===== src/lrd_pkg.sv =====
// Package for the log record deframer: request/result types, constants, CRC helper.
package lrd_pkg;

  localparam logic [31:0] CRC_POLY     = 32'hEDB8_8320;
  localparam logic [31:0] ALL_ONES32   = 32'hFFFF_FFFF;
  localparam logic [31:0] HEADER_BYTES = 32'd29;

  typedef enum logic [1:0] {
    PH_SIZE = 2'd0,
    PH_BODY = 2'd1,
    PH_CRC  = 2'd2
  } phase_t;

  typedef enum logic [1:0] {
    KIND_PAYLOAD = 2'd0,
    KIND_RECORD  = 2'd1,
    KIND_STOP    = 2'd2
  } kind_t;

  typedef enum logic [2:0] {
    CAUSE_CLEAN     = 3'd0,
    CAUSE_SHORT     = 3'd1,
    CAUSE_TRUNCATED = 3'd2,
    CAUSE_CRC       = 3'd3,
    CAUSE_TOO_LONG  = 3'd4
  } cause_t;

  typedef enum logic {
    CMD_BYTE = 1'b0,
    CMD_END  = 1'b1
  } cmd_t;

  typedef struct packed {
    logic       command;
    logic [7:0] data_byte;
  } in_req_t;

  typedef struct packed {
    logic [1:0]  kind;
    logic [7:0]  payload_byte;
    logic [63:0] sequence_res;
    logic [63:0] timestamp;
    logic [63:0] player_id;
    logic [7:0]  operation;
    logic [31:0] data_size;
    logic [2:0]  stop_cause;
    logic [63:0] next_sequence;
    logic [31:0] record_count;
    logic        last;
  } out_res_t;

  // Reflected CRC-32, one byte.
  function automatic logic [31:0] crc32_byte(input logic [31:0] crc, input logic [7:0] b);
    logic [31:0] c;
    c = crc ^ {24'd0, b};
    for (int i = 0; i < 8; i++) begin
      c = (c >> 1) ^ (c[0] ? CRC_POLY : 32'd0);
    end
    return c;
  endfunction

endpackage


===== src/log_record_deframer_crc32_check_unit.sv =====
// Log record deframer: size/body/CRC frame parser with CRC-32 check and verdicts.
//
//   channel | dir | handshake            | payload
//   in_     | in  | in_valid / in_stall   | in_req  (command, data_byte)
//   out_    | out | out_valid / out_stall | out_res (kind ... last)
//
// One request per cycle while in_stall is low; each result is registered in out_r,
// or in the skid while out_ stalls. The byte-wise CRC and field capture logic
// feeds that single register stage. A two-entry output (result register plus skid)
// keeps input flowing while one result waits; in_stall rises only when both hold.
// rst_n is synchronous; after reset the block is waiting for a size field.
module log_record_deframer_crc32_check_unit
  import lrd_pkg::*;
(
  input  logic     clk,
  input  logic     rst_n,
  input  logic     in_valid,
  output logic     in_stall,
  input  in_req_t  in_req,
  output logic     out_valid,
  input  logic     out_stall,
  output out_res_t out_res
);

  phase_t      phase_r, phase_nxt;
  logic [31:0] pos_r, pos_nxt;
  logic [31:0] frame_size_r, frame_size_nxt;
  logic [31:0] crc_r, crc_nxt;
  logic [31:0] check_r, check_nxt;
  logic [63:0] hdr_seq_r, hdr_seq_nxt;
  logic [63:0] hdr_ts_r, hdr_ts_nxt;
  logic [63:0] hdr_player_r, hdr_player_nxt;
  logic [7:0]  hdr_op_r, hdr_op_nxt;
  logic [31:0] hdr_len_r, hdr_len_nxt;
  logic [63:0] highest_r, highest_nxt;
  logic [31:0] count_r, count_nxt;
  logic        halted_r, halted_nxt;

  logic        out_valid_r, skid_valid_r;
  out_res_t    out_r, skid_r;

  logic        accept;
  logic        res_valid;
  out_res_t    res;

  logic [7:0]  b;
  logic [31:0] pos_inc;
  logic [31:0] body_len;
  logic [31:0] fs_new;
  logic [31:0] check_new;
  logic [32:0] hdr_end;
  logic [32:0] payload_end;
  logic        is_payload;
  logic        frame_ends;
  logic        size_done;
  logic        crc_bad;
  logic        too_long;

  assign in_stall  = skid_valid_r;
  assign accept    = in_valid && !in_stall;
  assign out_valid = out_valid_r;
  assign out_res   = out_r;

  assign b           = in_req.data_byte;
  assign pos_inc     = pos_r + 32'd1;
  assign body_len    = frame_size_r - 32'd4;
  assign fs_new      = frame_size_r | ({24'd0, b} << {pos_r[1:0], 3'b000});
  assign check_new   = check_r | ({24'd0, b} << {pos_r[1:0], 3'b000});
  assign hdr_end     = {1'b0, HEADER_BYTES} + {1'b0, hdr_len_r};
  assign payload_end = hdr_end;
  assign is_payload  = (pos_r >= HEADER_BYTES) && ({1'b0, pos_r} < payload_end);
  assign frame_ends  = (pos_inc == body_len);
  assign size_done   = (pos_r[1:0] == 2'd3);
  assign crc_bad     = (check_new != (crc_r ^ ALL_ONES32));
  assign too_long    = (body_len < HEADER_BYTES) || (hdr_end > {1'b0, body_len});

  // next phase
  always_comb begin
    phase_nxt = phase_r;
    if (accept && !halted_r && in_req.command == CMD_BYTE) begin
      case (phase_r)
        PH_SIZE: begin
          if (size_done && fs_new >= 32'd4) begin
            phase_nxt = (fs_new == 32'd4) ? PH_CRC : PH_BODY;
          end
        end
        PH_BODY: begin
          if (frame_ends) begin
            phase_nxt = PH_CRC;
          end
        end
        PH_CRC: begin
          if (pos_r[1:0] == 2'd3 && !crc_bad && !too_long) begin
            phase_nxt = PH_SIZE;
          end
        end
        default: phase_nxt = PH_SIZE;
      endcase
    end
  end

  // datapath and result
  always_comb begin
    pos_nxt        = pos_r;
    frame_size_nxt = frame_size_r;
    crc_nxt        = crc_r;
    check_nxt      = check_r;
    hdr_seq_nxt    = hdr_seq_r;
    hdr_ts_nxt     = hdr_ts_r;
    hdr_player_nxt = hdr_player_r;
    hdr_op_nxt     = hdr_op_r;
    hdr_len_nxt    = hdr_len_r;
    highest_nxt    = highest_r;
    count_nxt      = count_r;
    halted_nxt     = halted_r;
    res_valid      = 1'b0;
    res            = '0;
    res.next_sequence = highest_r + 64'd1;
    res.record_count  = count_r;

    if (accept && !halted_r) begin
      if (in_req.command == CMD_END) begin
        halted_nxt     = 1'b1;
        res_valid      = 1'b1;
        res.kind       = KIND_STOP;
        res.last       = 1'b1;
        res.stop_cause = (phase_r == PH_SIZE) ? CAUSE_CLEAN : CAUSE_TRUNCATED;
      end else begin
        case (phase_r)
          PH_SIZE: begin
            frame_size_nxt = fs_new;
            pos_nxt        = pos_inc;
            if (size_done) begin
              if (fs_new < 32'd4) begin
                halted_nxt     = 1'b1;
                res_valid      = 1'b1;
                res.kind       = KIND_STOP;
                res.last       = 1'b1;
                res.stop_cause = CAUSE_SHORT;
              end else begin
                pos_nxt        = '0;
                crc_nxt        = ALL_ONES32;
                check_nxt      = '0;
                hdr_seq_nxt    = '0;
                hdr_ts_nxt     = '0;
                hdr_player_nxt = '0;
                hdr_op_nxt     = '0;
                hdr_len_nxt    = '0;
              end
            end
          end
          PH_BODY: begin
            crc_nxt = crc32_byte(crc_r, b);
            if (pos_r < 32'd8) begin
              hdr_seq_nxt[{pos_r[2:0], 3'b000} +: 8] = b;
            end else if (pos_r < 32'd16) begin
              hdr_ts_nxt[{pos_r[2:0], 3'b000} +: 8] = b;
            end else if (pos_r < 32'd24) begin
              hdr_player_nxt[{pos_r[2:0], 3'b000} +: 8] = b;
            end else if (pos_r == 32'd24) begin
              hdr_op_nxt = b;
            end else if (pos_r < HEADER_BYTES) begin
              hdr_len_nxt[{pos_r[1:0] - 2'd1, 3'b000} +: 8] = b;
            end
            pos_nxt = frame_ends ? 32'd0 : pos_inc;
            if (is_payload) begin
              res_valid        = 1'b1;
              res.kind         = KIND_PAYLOAD;
              res.payload_byte = b;
              res.sequence_res = hdr_seq_r;
              res.timestamp    = hdr_ts_r;
              res.player_id    = hdr_player_r;
              res.operation    = hdr_op_r;
              res.data_size    = hdr_len_r;
            end
          end
          PH_CRC: begin
            check_nxt = check_new;
            pos_nxt   = pos_inc;
            if (pos_r[1:0] == 2'd3) begin
              if (crc_bad || too_long) begin
                halted_nxt     = 1'b1;
                res_valid      = 1'b1;
                res.kind       = KIND_STOP;
                res.last       = 1'b1;
                res.stop_cause = crc_bad ? CAUSE_CRC : CAUSE_TOO_LONG;
              end else begin
                if (hdr_seq_r > highest_r) begin
                  highest_nxt = hdr_seq_r;
                end
                if (count_r != ALL_ONES32) begin
                  count_nxt = count_r + 32'd1;
                end
                res_valid         = 1'b1;
                res.kind          = KIND_RECORD;
                res.sequence_res  = hdr_seq_r;
                res.timestamp     = hdr_ts_r;
                res.player_id     = hdr_player_r;
                res.operation     = hdr_op_r;
                res.data_size     = hdr_len_r;
                res.next_sequence = highest_nxt + 64'd1;
                res.record_count  = count_nxt;
                pos_nxt           = '0;
                frame_size_nxt    = '0;
                check_nxt         = '0;
                crc_nxt           = ALL_ONES32;
              end
            end
          end
          default: ;
        endcase
      end
    end
  end

  always_ff @(posedge clk) begin
    if (!rst_n) begin
      phase_r      <= PH_SIZE;
      pos_r        <= '0;
      frame_size_r <= '0;
      crc_r        <= ALL_ONES32;
      check_r      <= '0;
      hdr_seq_r    <= '0;
      hdr_ts_r     <= '0;
      hdr_player_r <= '0;
      hdr_op_r     <= '0;
      hdr_len_r    <= '0;
      highest_r    <= '0;
      count_r      <= '0;
      halted_r     <= 1'b0;
    end else begin
      phase_r      <= phase_nxt;
      pos_r        <= pos_nxt;
      frame_size_r <= frame_size_nxt;
      crc_r        <= crc_nxt;
      check_r      <= check_nxt;
      hdr_seq_r    <= hdr_seq_nxt;
      hdr_ts_r     <= hdr_ts_nxt;
      hdr_player_r <= hdr_player_nxt;
      hdr_op_r     <= hdr_op_nxt;
      hdr_len_r    <= hdr_len_nxt;
      highest_r    <= highest_nxt;
      count_r      <= count_nxt;
      halted_r     <= halted_nxt;
    end
  end

  // result register with skid
  always_ff @(posedge clk) begin
    if (!rst_n) begin
      out_valid_r  <= 1'b0;
      skid_valid_r <= 1'b0;
    end else if (!out_valid_r || !out_stall) begin
      if (skid_valid_r) begin
        out_valid_r  <= 1'b1;
        skid_valid_r <= 1'b0;
      end else begin
        out_valid_r <= res_valid;
      end
    end else if (res_valid) begin
      skid_valid_r <= 1'b1;
    end
  end

  always_ff @(posedge clk) begin
    if (!out_valid_r || !out_stall) begin
      out_r <= skid_valid_r ? skid_r : res;
    end else if (res_valid) begin
      skid_r <= res;
    end
  end

endmodule


===== config.mk =====
export PLATFORM = sky130hd
export DESIGN_NAME = log_record_deframer_crc32_check_unit
export DESIGN_NICKNAME = d
export VERILOG_FILES = /design/src/lrd_pkg.sv /design/src/log_record_deframer_crc32_check_unit.sv
export SDC_FILE = /design/constraint.sdc
export NUM_CORES = 2
export LEC_CHECK = 0
export CORE_MARGIN = 2
export CORE_UTILIZATION = 24
export DETAILED_ROUTE_END_ITERATION = 8
export DONT_BUFFER_PORTS = 1
export GPL_ROUTABILITY_DRIVEN = 0
export HOLD_SLACK_MARGIN = 0.08
export PLACE_DENSITY_LB_ADDON = 0.05
export SYNTH_ARGS = -nofsm -noshare
export SYNTH_HDL_FRONTEND = slang
export SYNTH_SLANG_ARGS = --single-unit

===== constraint.sdc =====
create_clock -name clk -period 215.4 [get_ports clk]
set_input_delay 43.08 -clock clk [delete_from_list [all_inputs] [get_ports clk]]
set_output_delay 43.08 -clock clk [all_outputs]
set_load 0.02 [all_outputs]

# --- Yosys cells after proc, flatten, opt, wreduce, memory -nomap -nowiden ---
# Index checks and enable logic that the tools add are counted.
word_totals:
  inputBits: 13
  word_cells: 249
  regBits: 1145
  out_inout_bits: 344
classes:
  bitwise: 16
  magnitude_cmp: 11
  n_shift: 5
  eq_ne: 28
  reduce_logical: 35
  mux: 108
  addsub: 9
op_table:
  columns: ["operator", "n"]
  rows:
  - ["2-to-1 mux 32 bit", 29]
  - ["2-to-1 mux 64 bit", 14]
  - ["2-to-1 mux 342 bit", 2]
  - ["2-to-1 mux 240 bit", 2]
  - ["one-hot mux 232 bit (2 select lines)", 1]
  - ["one-hot mux 64 bit (2 select lines)", 3]
  - ["2-to-1 mux 332 bit", 1]
  - ["2-to-1 mux 96 bit", 3]
  - ["bitwise XOR 31 x 32 -> 32 bit", 8]
  - ["2-to-1 mux 232 bit", 1]
  - ["bitwise mux 64 bit", 3]
  - ["one-hot mux 32 bit (2 select lines)", 3]
  - ["one-hot mux 32 bit (3 select lines)", 2]
  - ["adder 64 x 1 -> 64 bit, second input constant", 2]
  - ["< comparator 32 x 5 -> 1 bit, second input constant", 4]
  - ["adder 32 x 1 -> 32 bit, second input constant", 2]
  - ["> comparator 64 bit", 1]
  - ["OR 32 bit", 2]
  - ["variable shift 8 x 8 -> 64 bit, first input constant", 1]
  - ["variable part select 8 x 8 -> 64 bit", 1]
  - ["2-to-1 mux 8 bit", 7]
  - ["adder 5 x 32 -> 33 bit, first input constant", 1]
  - ["> comparator 33 x 32 -> 1 bit", 1]
  - ["< comparator 32 x 33 -> 1 bit", 1]
  - ["49 further kinds", 117]

# --- Logic depth before layout (Yosys ltp) ---
depth:
  ltp_word: 18
  ltp_mapped: 29
  mapped_depth_nobuf: 22

# --- Worst setup path before layout ---
# OpenSTA, ideal clock, no wires.
synth_timing:
  path_type: "input -> register"
  from: "input out_stall"
  to: "register skid_r[100] in the netlist's numbering (enable)"
  setup_slack_ns: 115.048
  n_path_buf: 0
  setup_time_ns: 7.314
  t_arrival_ns: 93.038
  t_required_ns: 208.086
  cell_stages: 2
  path_cell_list: "nand2_1 > a211oi_1"
synth_via:
  elab_chain_cells: 4
synth_lines:
  columns: ["element", "line", "rtl"]
  rows:
  - ["from (decl)", "log_record_deframer_crc32_check_unit.sv:21", "input logic out_stall,"]
  - ["zero test 1 bit", "log_record_deframer_crc32_check_unit.sv:266", "if (!out_valid_r || !out_stall) begin"]
  - ["logical OR 1 bit", "log_record_deframer_crc32_check_unit.sv:266", null]
  - ["NOT 1 bit (no line)", null, null]
  - ["AND reduction 2 bit (no line)", null, null]
  - ["to (signal assigned)", "log_record_deframer_crc32_check_unit.sv:269", "skid_r <= res;"]
  - ["to (decl)", "log_record_deframer_crc32_check_unit.sv:40", "out_res_t out_r, skid_r;"]
# Every way passes these cells.
# A chain may end at the register's enable or synchronous reset.

# --- Worst setup path after layout ---
layout_timing:
  from: "input in_req[4] in the netlist's numbering"
  to: "register out_r (netlist bit out_res[124]), data pin"
layout_via:
  elab_chain_cells: 10
layout_lines:
  columns: ["element", "line", "rtl"]
  rows:
  - ["from (decl)", "log_record_deframer_crc32_check_unit.sv:19", "input in_req_t in_req,"]
  - ["<< shifter 8 x 5 -> 32 bit", "log_record_deframer_crc32_check_unit.sv:68", "assign check_new = check_r | ({24'd0, b} << {pos_r[1:0], 3'b000});"]
  - ["OR 32 bit", "log_record_deframer_crc32_check_unit.sv:68", null]
  - ["!= test 32 bit", "log_record_deframer_crc32_check_unit.sv:74", "assign crc_bad = (check_new != (crc_r ^ ALL_ONES32));"]
  - ["logical OR 1 bit", "log_record_deframer_crc32_check_unit.sv:181", "if (crc_bad || too_long) begin"]
  - ["2-to-1 mux 232 bit", "log_record_deframer_crc32_check_unit.sv:181", null]
  - ["2-to-1 mux 332 bit", "log_record_deframer_crc32_check_unit.sv:180", "if (pos_r[1:0] == 2'd3) begin"]
  - ["one-hot mux 232 bit (2 select lines)", "log_record_deframer_crc32_check_unit.sv:129", "case (phase_r)"]
  - ["2-to-1 mux 240 bit", "log_record_deframer_crc32_check_unit.sv:122", "if (in_req.command == CMD_END) begin"]
  - ["2-to-1 mux 342 bit", "log_record_deframer_crc32_check_unit.sv:121", "if (accept && !halted_r) begin"]
  - ["2-to-1 mux 342 bit", "log_record_deframer_crc32_check_unit.sv:267", "out_r <= skid_valid_r ? skid_r : res;"]
  - ["to (signal assigned)", "log_record_deframer_crc32_check_unit.sv:267", null]
  - ["to (decl)", "log_record_deframer_crc32_check_unit.sv:40", null]
# Every way passes these cells.

==> summary.md <==
| Metric | Value |
|---|---|
| Post-layout min period | 48.20 ns |
| Share of the synthesized area in the top cell type | 36.62% |
| Total track usage | 18.37% |
| DRT iter0 DRCs | 2962 |
| Nets | 5399 |
| H-tree Lvls | 4 |
| Seq cells post-synth | 1143 |
| Worst-Skew Late Latency | 0.85 ns |
| Largest area contributor in the netlist | edfxtp_1 |
| RSZ-0062 raised after global routing | false |
| Core ar. | 232100 sq um |
| Ranking of synthesized cells by area | edfxtp_1 (37%), dfxtp_1 (17%), and2_1 (3.8%) |
| Critical Path AT | 48.88 ns |
| Peak supply drop | 0.005246 mV |
| Total grt overflow | 0 |
| Synth unique cells | 88 |
| Die Y | 486.8 um |
| Initial antenna violation count | 8 |
| Cell leakage power | 0.02207 uW |
| # IOs | 357 |
| Share of cells above drive strength 1 | 8.316% |
| Startpoint types | primary input |
| DRC Markers | 0 |
| Final-report hold violation count | 0 |
| Fillers | 24290 |
| Hold slack | 0.4584 ns |
| Part of the cycle the worst path needs | 22.38% |
| Fin cells | 8423 |
| Hold Buf Count CTS | 0 |
| Seq/Total Area, Yosys | 53.12% |
| Crit end category | register |
| 1st-pass router iterations | 7 |
| Dpl hpwl | 149800 um |
| Post-cts gate resize count | 0 |
| WL/cell | 26.54 um |
| Critical path required time | 216.09 ns |
| Global-route wire length before repair | 317100 um |
| Crit Path Max Fanout | 108 |
| Vias per cell | 4.871 |
| Post-CTS setup buffer count | 0 |
| Fin. max-slew vios | 0 |
| Synth Warn # | 0 |
| Root buf cell | clkbuf_16 |
| CTS tree | yes |
| Synth Net Count | 5540 |
| Longest Clk Path Bufs | 3 |
| Max-slew headroom | 23.61% |
| Power per cell area | 7.995 nW/um^2 |
| Die Footprint | 236900 sq um |
| Routed Antenna Nets | 0 |
| EDFF count, synth | 682 |
| DIE WIDTH | 486.8 um |
| Worst hold path class | reg2reg |
| Cell count after synthesis | 5389 |
| Most frequent cell after synthesis | edfxtp_1 |
| Number of global-route vias before repair | 39930 |
| Synth-to-layout area growth | 14.49% |
| Mapped Area | 55930 sq um |
| Post-Syn Area per Cell | 10.38 sq um |
| Critical path class | in2reg |
| PortBufs | 0 |
| Cell row count | 177 |
| Post-synth top flop | edfxtp_1 |
| Final Setup Violations | 0 |
| Clock-pin transition on the worst setup and hold timing paths | 0.06 ns |
| Largest net degree at the start of global routing | 162 |
| Routed via count | 41030 |
| Cells on worst reg2reg path | 21 |
| Maximum clock rate | 20.75 MHz |
| Async SR Flop Fraction | 0% |
| Worst slew pin tran | 1.137 ns |
| Number of placed cells counting well taps | 8139 |
| Run status | complete, no violations |
| Maxcap violations | 0 |
| Most frequent cells after synthesis | edfxtp_1 (682), nor2_1 (570), dfxtp_1 (461), nand2_1 (444), and2_1 (342) |
| # clock sinks | 1143 |
| Post-Route WL | 223500 um |
| Hold depth | 2 |
| Clock skew | 0.07405 ns |
| Cts bufs inserted | 150 |
| Starting Density | 24.10% |
| Setup_tns | 0 ns |
## layout by cell type (no fill, tap or decap), types with 29 or more instances in the layout
cell	count
a211oi_1	37
a21o_1	34
a21oi_1	203
a22o_1	234
a22oi_1	210
a31oi_1	64
and2_1	334
and3_1	49
buf_4	82
clkbuf_1	62
clkbuf_16	151
dfxtp_1	458
edfxtp_1	682
ha_1	137
inv_1	137
mux2_2	66
mux2i_1	85
nand2_1	443
nand3_1	157
nand4_1	98
nor2_1	568
nor3_1	88
nor4_1	60
o21ai_0	98
o31ai_1	29
or3_1	49
xnor2_1	217
xor2_1	72
## layout make-up
cell class | instances | area (sq um) | area share (%)
Antenna cell | 5 | 12.51 | 0.01954
Clock buffer | 225 | 4177 | 6.522
Clock inverter | 54 | 734.5 | 1.147
Inverter | 140 | 535.5 | 0.8363
Multi-Input combinational cell | 3728 | 24380 | 38.07
Sequential cell | 1143 | 29710 | 46.40
Tap cell | 3043 | 3807 | 5.946
Timing Repair Buffer | 85 | 675.6 | 1.055
## cells by family after synthesis
logic type               count (synthesis)  share of synthesized area [%]
AO/OA/AOI/OAI                         1089                          13.95
XOR/XNOR                               302                          4.975
adder cells (fa/ha/maj)                139                          3.105
buffers and inverters                  518                          3.664
flip-flops                            1143                          53.12
multiplexers                           152                          2.870
AND/OR/NAND/NOR                       2046                          18.31
## metal layers
metal  vias up  GRT usage (%)  wire length (um)
li1      19460              -                 -
met4         2          4.568              4969
met3       231          3.481              9938
met5         -              0                14
met1     20470          25.00            104500
met2       872          29.83            104100
## metrics by stage
stage / total power, uW / util [%] / setup slack, ns / cell area [sq um]
after floorplan: 257.5 / - / 115.05 / 55930
after global placement: 264.6 / 25.47 / 166.27 / 59110
after detailed placement: 264.5 / 25.47 / 166.20 / 59110
after CTS: 522.4 / 27.58 / 167.12 / 64020
after global routing: 531.2 / 27.59 / 166.75 / 64020
final: 512.0 / 27.59 / 167.20 / 64030
## registers in the layout (all words and copies together) (netlist names), named ones only
| signal | cells |
|---|---|
| check_r | 32 |
| highest_r | 64 |
| out_valid | 1 |
| phase_r | 2 |
| hdr_seq_r | 64 |
| hdr_ts_r | 64 |
| pos_r | 31 |
| count_r | 32 |
| skid_r | 341 |
| hdr_player_r | 64 |
| hdr_op_r | 8 |
| halted_r | 1 |
| in_stall | 1 |
| out_res | 341 |
| hdr_len_r | 32 |
| frame_size_r | 32 |
| crc_r | 32 |
## worst paths after layout
kind,from,endpoint,slack (ns)
worst max register to register,frame_size_r[2],out_res[124],206.09
worst min register to register,highest_r[14],highest_r[14],0.46
worst min-delay path,highest_r[14],highest_r[14],0.46
worst max-delay path,in_req[4],out_res[124],167.20
## where the power goes
part           switching, uW  internal, uW  leakage (uW)
Sequential              5.56           233        0.0104
Combinational           14.0          6.63       0.00929
Clock                    109           144       0.00235
Total                    128           384        0.0221
## critical path, stage by stage
cell and delay, ns:
or3b_2 0.44, a221oi_1 0.29, nand4_1 0.28, nor4_1 0.45
nand4_1 0.41, inv_1 0.15, nand4_1 0.15, a211oi_4 0.29
buf_4 0.74, buf_4 0.49, buf_4 0.70, buf_4 0.95
a22o_1 0.25
No activity file was read; power rests on OpenSTA's default activity.
